### config.mk
export PLATFORM = sky130hd
export DESIGN_NAME = four_pole_ladder_lowpass_core_flat
export DESIGN_NICKNAME = d
export VERILOG_FILES = /design/src/design/lpf_pkg.sv /design/src/design/lpf_in_if.sv /design/src/design/lpf_out_if.sv /design/src/design/lpf_state_ram.sv /design/src/design/lpf_mac.sv /design/src/design/four_pole_ladder_lowpass_core.sv /design/src/flat_wrapper.sv
export SDC_FILE = /design/constraint.sdc
export NUM_CORES = 2
export LEC_CHECK = 0
export BUFFER_PORTS_ARGS = -buffer_cell sky130_fd_sc_hd__buf_2
export CAP_MARGIN = 20
export CORE_ASPECT_RATIO = 1.2
export CORE_MARGIN = 3
export CORE_UTILIZATION = 40
export CTS_BUF_LIST = sky130_fd_sc_hd__clkbuf_8
export CTS_CLUSTER_DIAMETER = 40
export DETAILED_ROUTE_END_ITERATION = 10
export GPL_ROUTABILITY_DRIVEN = 0
export GPL_TIMING_DRIVEN = 0
export PLACE_DENSITY = 0.62
export REMOVE_ABC_BUFFERS = 1
export SLEW_MARGIN = 20
export SYNTH_ARGS = -nofsm -noshare
export SYNTH_HDL_FRONTEND = slang
export SYNTH_SLANG_ARGS = --single-unit
### constraint.sdc
create_clock -name clk -period 43.1 [get_ports clk]
set_input_delay 6.465 -clock clk [delete_from_list [all_inputs] [get_ports clk]]
set_output_delay 6.465 -clock clk [all_outputs]
set_load 0.01 [all_outputs]
### src/design/lpf_pkg.sv
`default_nettype none
// ----------------------------------------------------------------------------
// lpf_pkg
// Shared types, constants and saturating helpers for the four-pole ladder
// lowpass: number formats, state memory map, multiplier request and FSM codes.
// ----------------------------------------------------------------------------
package lpf_pkg;

  // Number formats
  localparam int SAMPLE_WIDTH   = 24;
  localparam int COEF_FRAC_BITS = 20;
  localparam int STATE_WIDTH    = 32;
  localparam int STATE_FRAC     = STATE_WIDTH - 6;
  localparam int SAMPLE_FRAC    = SAMPLE_WIDTH - 1;
  localparam int FMT_SHIFT      = STATE_FRAC - SAMPLE_FRAC;

  // Coefficient register widths
  localparam int P_WIDTH = 21;
  localparam int K_WIDTH = 22;
  localparam int R_WIDTH = 23;

  // Configuration port
  localparam int CFG_DATA_WIDTH = 32;
  localparam int CFG_ADDR_WIDTH = 4;

  // Multiplier
  localparam int PROD_WIDTH  = 2 * STATE_WIDTH;
  localparam int RECIP_SHIFT = 34;
  // ceil(2^34 / 6): floor(n * RECIP_SIX / 2^34) == floor(n / 6) for n < 2^33
  localparam logic [STATE_WIDTH-1:0] RECIP_SIX = STATE_WIDTH'(64'd2863311531);
  localparam logic [PROD_WIDTH-1:0] COEF_RND  = PROD_WIDTH'(1) << (COEF_FRAC_BITS - 1);
  localparam logic [PROD_WIDTH-1:0] STATE_RND = PROD_WIDTH'(1) << (STATE_FRAC - 1);
  localparam logic [STATE_WIDTH-1:0] CUBE_RND = STATE_WIDTH'(3);

  // State memory: stage outputs in the low half, previous stage inputs above
  localparam int STATE_DEPTH = 8;
  localparam int ADDR_WIDTH  = 3;
  localparam int STG_WIDTH   = 2;
  localparam logic SEL_SO  = 1'b0;
  localparam logic SEL_PIN = 1'b1;
  localparam logic [STG_WIDTH-1:0] LAST_STG = STG_WIDTH'(3);

  // Input item kinds
  localparam logic KIND_CLEAR = 1'b1;

  typedef logic signed [STATE_WIDTH-1:0] state_word_t;
  typedef logic [ADDR_WIDTH-1:0]         ram_addr_t;

  typedef enum logic [1:0] {
    REG_COEF_P  = 2'd0,
    REG_COEF_K  = 2'd1,
    REG_COEF_R  = 2'd2,
    REG_ENABLED = 2'd3
  } reg_idx_t;

  typedef enum logic [1:0] {
    MUL_COEF,
    MUL_STATE,
    MUL_RECIP
  } mul_mode_t;

  typedef struct packed {
    logic [STATE_WIDTH-1:0] a_mag;
    logic [STATE_WIDTH-1:0] b_mag;
    logic                   neg;
    mul_mode_t              mode;
  } mac_req_t;

  typedef struct packed {
    logic        we;
    ram_addr_t   addr;
    state_word_t data;
  } ram_wr_t;

  typedef enum logic [3:0] {
    ST_IDLE,
    ST_FB_MUL,
    ST_FB_PIN,
    ST_FB_SUB,
    ST_STG_SUM,
    ST_STG_KSAVE,
    ST_STG_OUT,
    ST_CLIP_SQ,
    ST_CLIP_W1,
    ST_CLIP_CUBE,
    ST_CLIP_W2,
    ST_CLIP_DIV,
    ST_CLIP_W3,
    ST_CLIP_DONE,
    ST_OUT
  } seq_state_t;

  localparam state_word_t STATE_MAX = {1'b0, {(STATE_WIDTH-1){1'b1}}};
  localparam state_word_t STATE_MIN = {1'b1, {(STATE_WIDTH-1){1'b0}}};

  // Saturate a one-bit-wider sum to the state width
  function automatic state_word_t sat_wide(input logic signed [STATE_WIDTH:0] v);
    if (v[STATE_WIDTH] != v[STATE_WIDTH-1]) begin
      return v[STATE_WIDTH] ? STATE_MIN : STATE_MAX;
    end
    return v[STATE_WIDTH-1:0];
  endfunction

  function automatic state_word_t sat_add(input state_word_t a, input state_word_t b);
    logic signed [STATE_WIDTH:0] s;
    s = (STATE_WIDTH+1)'(a) + (STATE_WIDTH+1)'(b);
    return sat_wide(s);
  endfunction

  function automatic state_word_t sat_sub(input state_word_t a, input state_word_t b);
    logic signed [STATE_WIDTH:0] s;
    s = (STATE_WIDTH+1)'(a) - (STATE_WIDTH+1)'(b);
    return sat_wide(s);
  endfunction

  // Magnitude; the most negative value maps to 2^(W-1)
  function automatic logic [STATE_WIDTH-1:0] mag_of(input state_word_t v);
    return v[STATE_WIDTH-1] ? STATE_WIDTH'(-v) : STATE_WIDTH'(v);
  endfunction

endpackage
`default_nettype wire

### src/design/lpf_in_if.sv
`default_nettype none
// ----------------------------------------------------------------------------
// lpf_in_if
// Input channel: valid/ready handshake carrying one sample or clear command.
// ----------------------------------------------------------------------------
interface lpf_in_if;
  import lpf_pkg::*;

  logic                           valid;
  logic                           ready;
  logic                           kind;
  logic signed [SAMPLE_WIDTH-1:0] sample_in;
  logic                           last_in;

  modport source (output valid, kind, sample_in, last_in, input ready);
  modport sink   (input valid, kind, sample_in, last_in, output ready);
endinterface
`default_nettype wire

### src/design/lpf_out_if.sv
`default_nettype none
// ----------------------------------------------------------------------------
// lpf_out_if
// Result channel: valid/ready handshake carrying one filtered sample.
// ----------------------------------------------------------------------------
interface lpf_out_if;
  import lpf_pkg::*;

  logic                           valid;
  logic                           ready;
  logic signed [SAMPLE_WIDTH-1:0] sample_out;
  logic                           last_out;

  modport source (output valid, sample_out, last_out, input ready);
  modport sink   (input valid, sample_out, last_out, output ready);
endinterface
`default_nettype wire

### src/design/lpf_state_ram.sv
`default_nettype none
// ----------------------------------------------------------------------------
// lpf_state_ram
// Eight-word filter state memory, one write and one registered read port.
// Per-entry valid bits make a cleared or never-written entry read as zero.
// ----------------------------------------------------------------------------
module lpf_state_ram (
  input  wire logic                 clk,
  input  wire logic                 rst_n,
  input  wire logic                 clr,
  input  wire lpf_pkg::ram_wr_t     wr,
  input  wire lpf_pkg::ram_addr_t   raddr,
  output lpf_pkg::state_word_t      rdata
);
  import lpf_pkg::*;

  state_word_t            mem [STATE_DEPTH];
  logic [STATE_DEPTH-1:0] valid_r;
  state_word_t            mem_q_r;
  logic                   rvalid_r;

  // storage write
  always_ff @(posedge clk) begin
    if (wr.we) begin
      mem[wr.addr] <= wr.data;
    end
  end

  // valid bits: reset and clear drop all entries at once
  always_ff @(posedge clk) begin
    if (!rst_n || clr) begin
      valid_r <= '0;
    end else if (wr.we) begin
      valid_r[wr.addr] <= 1'b1;
    end
  end

  // registered read
  always_ff @(posedge clk) begin
    mem_q_r  <= mem[raddr];
    rvalid_r <= valid_r[raddr];
  end

  assign rdata = rvalid_r ? mem_q_r : '0;

endmodule
`default_nettype wire

### src/design/lpf_mac.sv
`default_nettype none
// ----------------------------------------------------------------------------
// lpf_mac
// Shared two-stage sign-magnitude multiplier. Stage one forms the exact
// product; stage two rounds (or floors, for the divide by six), applies the
// sign and saturates to the state width. Both stages end in a register.
// ----------------------------------------------------------------------------
module lpf_mac (
  input  wire logic               clk,
  input  wire lpf_pkg::mac_req_t  req,
  output lpf_pkg::state_word_t    res
);
  import lpf_pkg::*;

  logic [PROD_WIDTH-1:0] prod_nxt;
  logic [PROD_WIDTH-1:0] prod_r;
  logic                  neg_r;
  mul_mode_t             mode_r;
  logic [PROD_WIDTH-1:0] q;
  logic                  q_big;
  state_word_t           res_nxt;
  state_word_t           res_r;

  // stage one: exact magnitude product
  assign prod_nxt = PROD_WIDTH'(req.a_mag) * PROD_WIDTH'(req.b_mag);

  always_ff @(posedge clk) begin
    prod_r <= prod_nxt;
    neg_r  <= req.neg;
    mode_r <= req.mode;
  end

  // stage two: scale, sign, saturate
  always_comb begin
    case (mode_r)
      MUL_COEF:  q = (prod_r + COEF_RND) >> COEF_FRAC_BITS;
      MUL_STATE: q = (prod_r + STATE_RND) >> STATE_FRAC;
      MUL_RECIP: q = prod_r >> RECIP_SHIFT;
      default:   q = prod_r;
    endcase
    q_big = |q[PROD_WIDTH-1:STATE_WIDTH-1];
    if (neg_r) begin
      res_nxt = q_big ? STATE_MIN : state_word_t'(-q[STATE_WIDTH-1:0]);
    end else begin
      res_nxt = q_big ? STATE_MAX : state_word_t'(q[STATE_WIDTH-1:0]);
    end
  end

  always_ff @(posedge clk) begin
    res_r <= res_nxt;
  end

  assign res = res_r;

endmodule
`default_nettype wire

### src/design/four_pole_ladder_lowpass_core.sv
`default_nettype none
// ----------------------------------------------------------------------------
// four_pole_ladder_lowpass_core
// Four-pole resonant ladder lowpass with cubic soft clip on Q1.23 samples.
//
// Channels: in_ch takes audio samples (kind 0) or clear commands (kind 1);
// out_ch returns one output sample per audio sample, with last_in copied
// to last_out. Clear commands zero the eight state words and return nothing.
// The APB port (psel..prdata) holds coef_p, coef_k, coef_r and enabled at
// byte addresses 0, 4, 8 and 12; write them only while the filter is idle.
//
// Timing: one transaction in flight. A clear finishes in the cycle in which
// it is accepted. A pass-through sample (enabled = 0) is held in a result
// register and then moves to the output register. A filtered sample
// takes longer: the ladder is a chain of dependent products on one shared
// two-stage multiplier, with state read and written back through a
// registered-read memory. The next transaction is accepted once the
// previous result has moved into the output register, one sample at a time.
// Reset: registers and state read as zero, filter disabled, no result held.
// A stalled receiver keeps the result in the output register; a following
// transaction is accepted and computed, then waits until that slot frees.
// ----------------------------------------------------------------------------
module four_pole_ladder_lowpass_core (
  input  wire logic                               clk,
  input  wire logic                               rst_n,
  lpf_in_if.sink                                  in_ch,
  lpf_out_if.source                               out_ch,
  input  wire logic                               psel,
  input  wire logic                               penable,
  input  wire logic                               pwrite,
  input  wire logic [lpf_pkg::CFG_ADDR_WIDTH-1:0] paddr,
  input  wire logic [lpf_pkg::CFG_DATA_WIDTH-1:0] pwdata,
  output logic      [lpf_pkg::CFG_DATA_WIDTH-1:0] prdata,
  output logic                                    pready
);
  import lpf_pkg::*;

  localparam logic [STATE_WIDTH:0] OUT_RND = (STATE_WIDTH+1)'(1) << (FMT_SHIFT - 1);
  localparam logic signed [SAMPLE_WIDTH-1:0] SAMPLE_MAX = {1'b0, {(SAMPLE_WIDTH-1){1'b1}}};
  localparam logic signed [SAMPLE_WIDTH-1:0] SAMPLE_MIN = {1'b1, {(SAMPLE_WIDTH-1){1'b0}}};

  // configuration registers
  logic [P_WIDTH-1:0]        coef_p_r;
  logic signed [K_WIDTH-1:0] coef_k_r;
  logic [R_WIDTH-1:0]        coef_r_r;
  logic                      enabled_r;
  reg_idx_t                  reg_idx;
  logic                      cfg_wr;

  // sequencer
  seq_state_t                     state_r, state_nxt;
  logic [STG_WIDTH-1:0]           stg_r, stg_nxt;
  logic [STG_WIDTH-1:0]           stg_inc;
  state_word_t                    x_r, x_nxt;
  state_word_t                    cur_r, cur_nxt;
  state_word_t                    pin_r, pin_nxt;
  state_word_t                    kres_r, kres_nxt;
  logic                           last_r, last_nxt;
  logic signed [SAMPLE_WIDTH-1:0] res_sample_r, res_sample_nxt;
  logic                           out_valid_r, out_valid_nxt;
  logic signed [SAMPLE_WIDTH-1:0] out_sample_r, out_sample_nxt;
  logic                           out_last_r, out_last_nxt;

  // datapath links
  mac_req_t    mac_req;
  state_word_t mac_res;
  ram_wr_t     ram_wr;
  ram_addr_t   ram_raddr;
  state_word_t ram_rdata;
  logic        ram_clr;
  state_word_t k_ext;
  state_word_t stg_sum;
  state_word_t stg_val;
  state_word_t clip_val;

  // Q6.26 to Q1.23, round half away from zero, saturate
  function automatic logic signed [SAMPLE_WIDTH-1:0] to_sample(input state_word_t y);
    logic [STATE_WIDTH:0] m;
    m = ((STATE_WIDTH+1)'(mag_of(y)) + OUT_RND) >> FMT_SHIFT;
    if (|m[STATE_WIDTH:SAMPLE_WIDTH-1]) begin
      return y[STATE_WIDTH-1] ? SAMPLE_MIN : SAMPLE_MAX;
    end
    return y[STATE_WIDTH-1] ? SAMPLE_WIDTH'(-m[SAMPLE_WIDTH-1:0])
                            : SAMPLE_WIDTH'(m[SAMPLE_WIDTH-1:0]);
  endfunction

  // signed state value times a magnitude with its own sign
  function automatic mac_req_t mk_req(input state_word_t a, input logic [STATE_WIDTH-1:0] b_mag,
                                      input logic b_neg, input mul_mode_t mode);
    mac_req_t r;
    r.a_mag = mag_of(a);
    r.b_mag = b_mag;
    r.neg   = a[STATE_WIDTH-1] ^ b_neg;
    r.mode  = mode;
    return r;
  endfunction

  // ---------------------------------------------------------------- APB
  assign pready  = 1'b1;
  assign reg_idx = reg_idx_t'(paddr[CFG_ADDR_WIDTH-1:2]);
  assign cfg_wr  = psel && penable && pwrite && pready;

  always_ff @(posedge clk) begin
    if (!rst_n) begin
      coef_p_r  <= '0;
      coef_k_r  <= '0;
      coef_r_r  <= '0;
      enabled_r <= 1'b0;
    end else if (cfg_wr) begin
      case (reg_idx)
        REG_COEF_P:  coef_p_r  <= pwdata[P_WIDTH-1:0];
        REG_COEF_K:  coef_k_r  <= pwdata[K_WIDTH-1:0];
        REG_COEF_R:  coef_r_r  <= pwdata[R_WIDTH-1:0];
        REG_ENABLED: enabled_r <= pwdata[0];
        default:     ;
      endcase
    end
  end

  always_comb begin
    case (reg_idx)
      REG_COEF_P:  prdata = CFG_DATA_WIDTH'(coef_p_r);
      REG_COEF_K:  prdata = CFG_DATA_WIDTH'(coef_k_r);
      REG_COEF_R:  prdata = CFG_DATA_WIDTH'(coef_r_r);
      REG_ENABLED: prdata = CFG_DATA_WIDTH'(enabled_r);
      default:     prdata = '0;
    endcase
  end

  // ---------------------------------------------------------------- units
  lpf_state_ram u_ram (
    .clk   (clk),
    .rst_n (rst_n),
    .clr   (ram_clr),
    .wr    (ram_wr),
    .raddr (ram_raddr),
    .rdata (ram_rdata)
  );

  lpf_mac u_mac (
    .clk (clk),
    .req (mac_req),
    .res (mac_res)
  );

  // shared arithmetic around the multiplier
  assign k_ext    = STATE_WIDTH'(coef_k_r);
  assign stg_inc  = stg_r + STG_WIDTH'(1);
  assign stg_sum  = sat_add(cur_r, pin_r);
  assign stg_val  = sat_sub(mac_res, kres_r);
  assign clip_val = sat_sub(cur_r, mac_res);

  // ---------------------------------------------------------------- sequencer
  always_ff @(posedge clk) begin
    if (!rst_n) begin
      state_r     <= ST_IDLE;
      out_valid_r <= 1'b0;
    end else begin
      state_r     <= state_nxt;
      out_valid_r <= out_valid_nxt;
    end
  end

  always_ff @(posedge clk) begin
    stg_r        <= stg_nxt;
    x_r          <= x_nxt;
    cur_r        <= cur_nxt;
    pin_r        <= pin_nxt;
    kres_r       <= kres_nxt;
    last_r       <= last_nxt;
    res_sample_r <= res_sample_nxt;
    out_sample_r <= out_sample_nxt;
    out_last_r   <= out_last_nxt;
  end

  always_comb begin
    state_nxt      = state_r;
    stg_nxt        = stg_r;
    x_nxt          = x_r;
    cur_nxt        = cur_r;
    pin_nxt        = pin_r;
    kres_nxt       = kres_r;
    last_nxt       = last_r;
    res_sample_nxt = res_sample_r;
    out_valid_nxt  = out_valid_r && !out_ch.ready;
    out_sample_nxt = out_sample_r;
    out_last_nxt   = out_last_r;
    mac_req        = mk_req(cur_r, '0, 1'b0, MUL_COEF);
    ram_wr         = '0;
    ram_raddr      = '0;
    ram_clr        = 1'b0;

    case (state_r)
      // take a transaction; start the feedback read of the last output
      ST_IDLE: begin
        if (in_ch.valid) begin
          last_nxt = in_ch.last_in;
          if (in_ch.kind == KIND_CLEAR) begin
            ram_clr = 1'b1;
          end else if (!enabled_r) begin
            res_sample_nxt = in_ch.sample_in;
            state_nxt      = ST_OUT;
          end else begin
            x_nxt     = STATE_WIDTH'(in_ch.sample_in) <<< FMT_SHIFT;
            ram_raddr = {SEL_SO, LAST_STG};
            stg_nxt   = '0;
            state_nxt = ST_FB_MUL;
          end
        end
      end
      // r times last output
      ST_FB_MUL: begin
        mac_req   = mk_req(ram_rdata, STATE_WIDTH'(coef_r_r), 1'b0, MUL_COEF);
        ram_raddr = {SEL_PIN, STG_WIDTH'(0)};
        state_nxt = ST_FB_PIN;
      end
      ST_FB_PIN: begin
        pin_nxt   = ram_rdata;
        ram_raddr = {SEL_SO, STG_WIDTH'(0)};
        state_nxt = ST_FB_SUB;
      end
      // ladder input; first k product
      ST_FB_SUB: begin
        cur_nxt   = sat_sub(x_r, mac_res);
        mac_req   = mk_req(ram_rdata, mag_of(k_ext), k_ext[STATE_WIDTH-1], MUL_COEF);
        state_nxt = ST_STG_SUM;
      end
      // p times (input + previous input); store this input
      ST_STG_SUM: begin
        mac_req     = mk_req(stg_sum, STATE_WIDTH'(coef_p_r), 1'b0, MUL_COEF);
        ram_wr.we   = 1'b1;
        ram_wr.addr = {SEL_PIN, stg_r};
        ram_wr.data = cur_r;
        if (stg_r != LAST_STG) begin
          ram_raddr = {SEL_PIN, stg_inc};
        end
        state_nxt = ST_STG_KSAVE;
      end
      ST_STG_KSAVE: begin
        kres_nxt = mac_res;
        if (stg_r != LAST_STG) begin
          pin_nxt   = ram_rdata;
          ram_raddr = {SEL_SO, stg_inc};
        end
        state_nxt = ST_STG_OUT;
      end
      // stage output; next stage's k product
      ST_STG_OUT: begin
        cur_nxt = stg_val;
        if (stg_r != LAST_STG) begin
          ram_wr.we   = 1'b1;
          ram_wr.addr = {SEL_SO, stg_r};
          ram_wr.data = stg_val;
          mac_req     = mk_req(ram_rdata, mag_of(k_ext), k_ext[STATE_WIDTH-1], MUL_COEF);
          stg_nxt     = stg_inc;
          state_nxt   = ST_STG_SUM;
        end else begin
          state_nxt = ST_CLIP_SQ;
        end
      end
      // soft clip: y^2, y^3, y^3 / 6
      ST_CLIP_SQ: begin
        mac_req   = mk_req(cur_r, mag_of(cur_r), cur_r[STATE_WIDTH-1], MUL_STATE);
        state_nxt = ST_CLIP_W1;
      end
      ST_CLIP_W1: begin
        state_nxt = ST_CLIP_CUBE;
      end
      ST_CLIP_CUBE: begin
        mac_req   = mk_req(mac_res, mag_of(cur_r), cur_r[STATE_WIDTH-1], MUL_STATE);
        state_nxt = ST_CLIP_W2;
      end
      ST_CLIP_W2: begin
        state_nxt = ST_CLIP_DIV;
      end
      ST_CLIP_DIV: begin
        mac_req.a_mag = mag_of(mac_res) + CUBE_RND;
        mac_req.b_mag = RECIP_SIX;
        mac_req.neg   = mac_res[STATE_WIDTH-1];
        mac_req.mode  = MUL_RECIP;
        state_nxt     = ST_CLIP_W3;
      end
      ST_CLIP_W3: begin
        state_nxt = ST_CLIP_DONE;
      end
      ST_CLIP_DONE: begin
        ram_wr.we      = 1'b1;
        ram_wr.addr    = {SEL_SO, LAST_STG};
        ram_wr.data    = clip_val;
        res_sample_nxt = to_sample(clip_val);
        state_nxt      = ST_OUT;
      end
      // hand the result to the output register once it is free
      ST_OUT: begin
        if (!out_valid_r || out_ch.ready) begin
          out_valid_nxt  = 1'b1;
          out_sample_nxt = res_sample_r;
          out_last_nxt   = last_r;
          state_nxt      = ST_IDLE;
        end
      end
      default: begin
        state_nxt = ST_IDLE;
      end
    endcase
  end

  // ---------------------------------------------------------------- channels
  assign in_ch.ready       = (state_r == ST_IDLE);
  assign out_ch.valid      = out_valid_r;
  assign out_ch.sample_out = out_sample_r;
  assign out_ch.last_out   = out_last_r;

endmodule
`default_nettype wire
### src/flat_wrapper.sv
// flat-port wrapper written by rule: the top's interface ports become plain ports
module four_pole_ladder_lowpass_core_flat import lpf_pkg::*;
  (clk, rst_n, psel, penable, pwrite, paddr, pwdata, prdata, pready, in_ch_valid, in_ch_kind, in_ch_sample_in, in_ch_last_in, in_ch_ready, out_ch_valid, out_ch_sample_out, out_ch_last_out, out_ch_ready);
  lpf_in_if in_ch_i ();
  lpf_out_if out_ch_i ();
  input  wire logic clk;
  input  wire logic rst_n;
  input  wire logic psel;
  input  wire logic penable;
  input  wire logic pwrite;
  input  wire logic [lpf_pkg::CFG_ADDR_WIDTH-1:0] paddr;
  input  wire logic [lpf_pkg::CFG_DATA_WIDTH-1:0] pwdata;
  output logic      [lpf_pkg::CFG_DATA_WIDTH-1:0] prdata;
  output logic pready;
  input wire logic [$bits(in_ch_i.valid)-1:0] in_ch_valid;
  input wire logic [$bits(in_ch_i.kind)-1:0] in_ch_kind;
  input wire logic [$bits(in_ch_i.sample_in)-1:0] in_ch_sample_in;
  input wire logic [$bits(in_ch_i.last_in)-1:0] in_ch_last_in;
  output wire logic [$bits(in_ch_i.ready)-1:0] in_ch_ready;
  output wire logic [$bits(out_ch_i.valid)-1:0] out_ch_valid;
  output wire logic [$bits(out_ch_i.sample_out)-1:0] out_ch_sample_out;
  output wire logic [$bits(out_ch_i.last_out)-1:0] out_ch_last_out;
  input wire logic [$bits(out_ch_i.ready)-1:0] out_ch_ready;
  assign in_ch_i.valid = in_ch_valid;
  assign in_ch_i.kind = in_ch_kind;
  assign in_ch_i.sample_in = in_ch_sample_in;
  assign in_ch_i.last_in = in_ch_last_in;
  assign in_ch_ready = in_ch_i.ready;
  assign out_ch_valid = out_ch_i.valid;
  assign out_ch_sample_out = out_ch_i.sample_out;
  assign out_ch_last_out = out_ch_i.last_out;
  assign out_ch_i.ready = out_ch_ready;
  four_pole_ladder_lowpass_core u_core (.clk(clk), .rst_n(rst_n), .in_ch(in_ch_i), .out_ch(out_ch_i), .psel(psel), .penable(penable), .pwrite(pwrite), .paddr(paddr), .pwdata(pwdata), .prdata(prdata), .pready(pready));
endmodule
==> summary.txt <==
Outcome
  • Outcome: finished, final reports clean

Power and ir drop
  • Switching fraction of total power: between 50% and 60%
  • Reg power frac: 14.9%
  • Power Density: 84.7 nW/um^2
  • Pleak: 36.6 nW
  • Max VDD drop: 0.106 mV
  • Power Total: 6.96 mW
  • Power Internal: 3.01 mW
  • Clock Power Share: 9.3%
  • NetSw: 3.95 mW
  • Comb pwr share: 75.8%

Timing
  • Rel. slew slack: around a fifth
  • Setup violations, final: 0
  • Max frequency: approximately 0.055 GHz
  • Setup TNS: 0 ns
  • Final hold vios: 0
  • Min Clock Period, post-route: between 15 and 20 ns
  • Slew Limit Fails: 0
  • Slew @ Worst Pin: 1.21 ns
  • Clk_skew: 0.0815 ns
  • Period utilization: 41.9%
  • RSZ-0062 raised after global routing: no

Routing
  • Post-route ant nets: 0
  • DRT iter0 DRCs: around 5,900
  • Avg Vias per Cell: between 5 and 6
  • DR DRC count: 0
  • Vias: around 63,000
  • WL/cell: approximately 24 um
  • Total Wirelength: 259 mm
  • DRT Pass-1 Iters: 6

Job
  • Max_cap viols: 0

Logic synthesis
  • Synth Warn #: 0
  • Syn Inst Count: 8,438
  • Count of different cell masters after synthesis: 114
  • Area contributors post-synth: fa_1 (24%), edfxtp_1 (17%), ha_1 (6.9%)
  • Top cell type's share of synthesized area: 24.3%
  • Async SR Flop Fraction: 0%
  • Syn Std Cell Area: 74,100 sq um
  • Post-synth EDFFs: roughly 430
  • Area leader, netlist: fa_1
  • Top_reg_cell synth: edfxtp_1
  • Sequential fraction of the synthesis area: a little under a quarter
  • Syn_area_per_cell: 8.78 sq um
  • Yosys reg bits: 640

Worst setup path
  • Worst path required time: 43.81 ns
  • CP dominant cell by count: fa_1
  • CP Data Arrival Time: 18.78 ns
  • CP delay by family, top: compound AO/OA/AOI/OAI gates
  • Setup CP Type: flip-flop to flip-flop
  • Crit end category: flip-flop
  • Buffers & Inverters on Critical Path: 8
  • Startpoint Class: flip-flop
  • Crit-path slowest cell: nand2_1
  • Worst Path Max Fanout: 25
  • CP max stage delay: 0.78 ns

Final layout
  • Ratio of cells with drive above 1 in the final layout: a little under a tenth
  • Most frequent cells in the layout: nand2_1 (1,242), inv_1 (1,171), fa_1 (899), nor2_1 (703), edfxtp_1 (428)
  • Design Area, Final: 82,100 sq um
  • Layout Nets: 9,792
  • Commonest non-fill, non-tap cell in the layout: nand2_1
  • Area grow syn2layout: 10.9%
  • Cell Count, Final, Fillers Out: roughly 11,000
  • Fillers: 17,552

Global routing
  • Vias in the first global route: 64,776
  • Gr ovfl total: 0
  • First-pass GRT wire length: 394 mm
  • Largest net degree at the start of global routing: 73
  • GRT Total Usage: 27.1%
  • Initial antenna violation count: 12

Floorplanning
  • Die height: 477 um
  • IO Count: 129
  • Core footprint: approximately 180,000 sq um
  • Initial Util: 40.4%
  • Placement Rows: 172
  • Die area: 190,000 sq um
  • Die Wd: 399 um

Placement
  • Placed instance count: 10,732
  • Post-DP Area: 79,400 sq um
  • IO Port Bufs: 116
  • HPWL Detailed: a little over 200 mm

Clock network
  • Post_cts resized: 0
  • CTS clk-pin slew, worst paths: roughly 0.060 ns
  • Max H-tree Level: 3
  • Worst-Skew Late Latency: roughly 0.86 ns
  • Clock tree buffer depth: 3
  • Hold Buf Count CTS: 0
  • Clk Tree Root Cell: clkbuf_8
  • Num CTS Buffers: 119
  • Num Clock Sinks: 640
  • CTS tree: yes
  • Post-CTS Setup Bufs: 0

Worst hold path
  • Hold/Removal Path Class: flip-flop to flip-flop
sequential cells by signal, indices dropped and copies added, names as in the netlist, 2 cells and up:
signal	cells
u_core.u_ram.valid_r	8
u_core.state_r	4
u_core.u_ram.mem_q_r	32
u_core.u_mac.prod_r	64
u_core.res_sample_r	24
u_core.out_ch.sample_out	24
u_core.u_ram.mem	256
u_core.coef_p_r	21
u_core.u_mac.res	32
u_core.x_r	24
u_core.u_mac.mode_r	2
u_core.stg_r	2
u_core.cur_r	32
u_core.pin_r	32
u_core.coef_k_r	22
u_core.kres_r	32
u_core.coef_r_r	23
synthesized netlist by cell type (103+ instances only):
master,n
a21o_1,118
a21oi_1,373
and2_1,159
clkbuf_1,371
dfxtp_1,212
edfxtp_1,428
fa_1,899
ha_1,406
inv_1,1133
nand2_1,1245
nand3_1,274
nor2_1,717
nor3_1,103
o21ai_0,281
xnor2_1,246
xor2_1,148
cell families (layout without fill, tap and decap cells):
| kind of cell | Yosys count | in the layout | share of synthesized area (%) |
|---|---|---|---|
| simple gates | 2982 | 2982 | 18.3 |
| buf+inv | 1561 | 1644 | 8.04 |
| compound gates | 1470 | 1470 | 13.2 |
| fa+ha+maj | 1305 | 1305 | 31.2 |
| flops | 640 | 640 | 23.1 |
| xor+xnor | 394 | 394 | 4.66 |
| mux | 85 | 85 | 1.56 |
| other cells | 1 | 6 | 0.00506 |
worst paths after layout:
check	slack [ns]	endpoint	startpoint	cells past startpoint
setup / recovery	25.03	u_core.u_mac.prod_r[63]	u_core.cur_r[0]	57
hold / removal	0.42	u_core.out_ch.last_out	u_core.last_r	0
setup reg to reg	25.03	u_core.u_mac.prod_r[63]	u_core.cur_r[0]	57
hold reg to reg	0.42	u_core.out_ch.last_out	u_core.last_r	0
final cells by class:
type                    count  area [sq um]  area share, %
clock inverters            95           871           1.06
multi-input cells        6237         52000           63.4
diodes                      5          12.5         0.0152
inverters                1138          4270           5.20
repair buffers            282          3010           3.66
well taps                2436          3050           3.71
flip-flops and latches    640         17100           20.8
clock buffers             129          1780           2.16
per-stage QoR:
stage	utilization (%)	worst slack, ns	hold slack, ns
final	44.7	25.03	0.420
after global routing	44.7	24.39	0.428
after CTS	44.7	25.50	0.423
after detailed placement	43.3	25.63	0.408
after global placement	41.4	12.98	0.405
after floorplan	-	28.43	0.400
routing by layer:
metal	vias to the layer above	routed length (um)	track usage (%)
li1	27872	-	-
met1	31327	95800	32.3
met2	2959	120000	44.0
met3	809	22400	5.42
met4	6	21000	18.3
met5	-	40	0
power by group through the flow:
stage	registers (mW)	logic, mW	clock network [mW]
2_1_floorplan	0.922	3.40	0
3_3_place_gp	1.03	4.88	0
3_5_place_dp	1.03	5.13	0
4_1_cts	1.02	5.19	0.659
5_1_grt	1.04	5.75	0.684
6_report	1.04	5.28	0.647
Power figures use the tool's default switching activity.
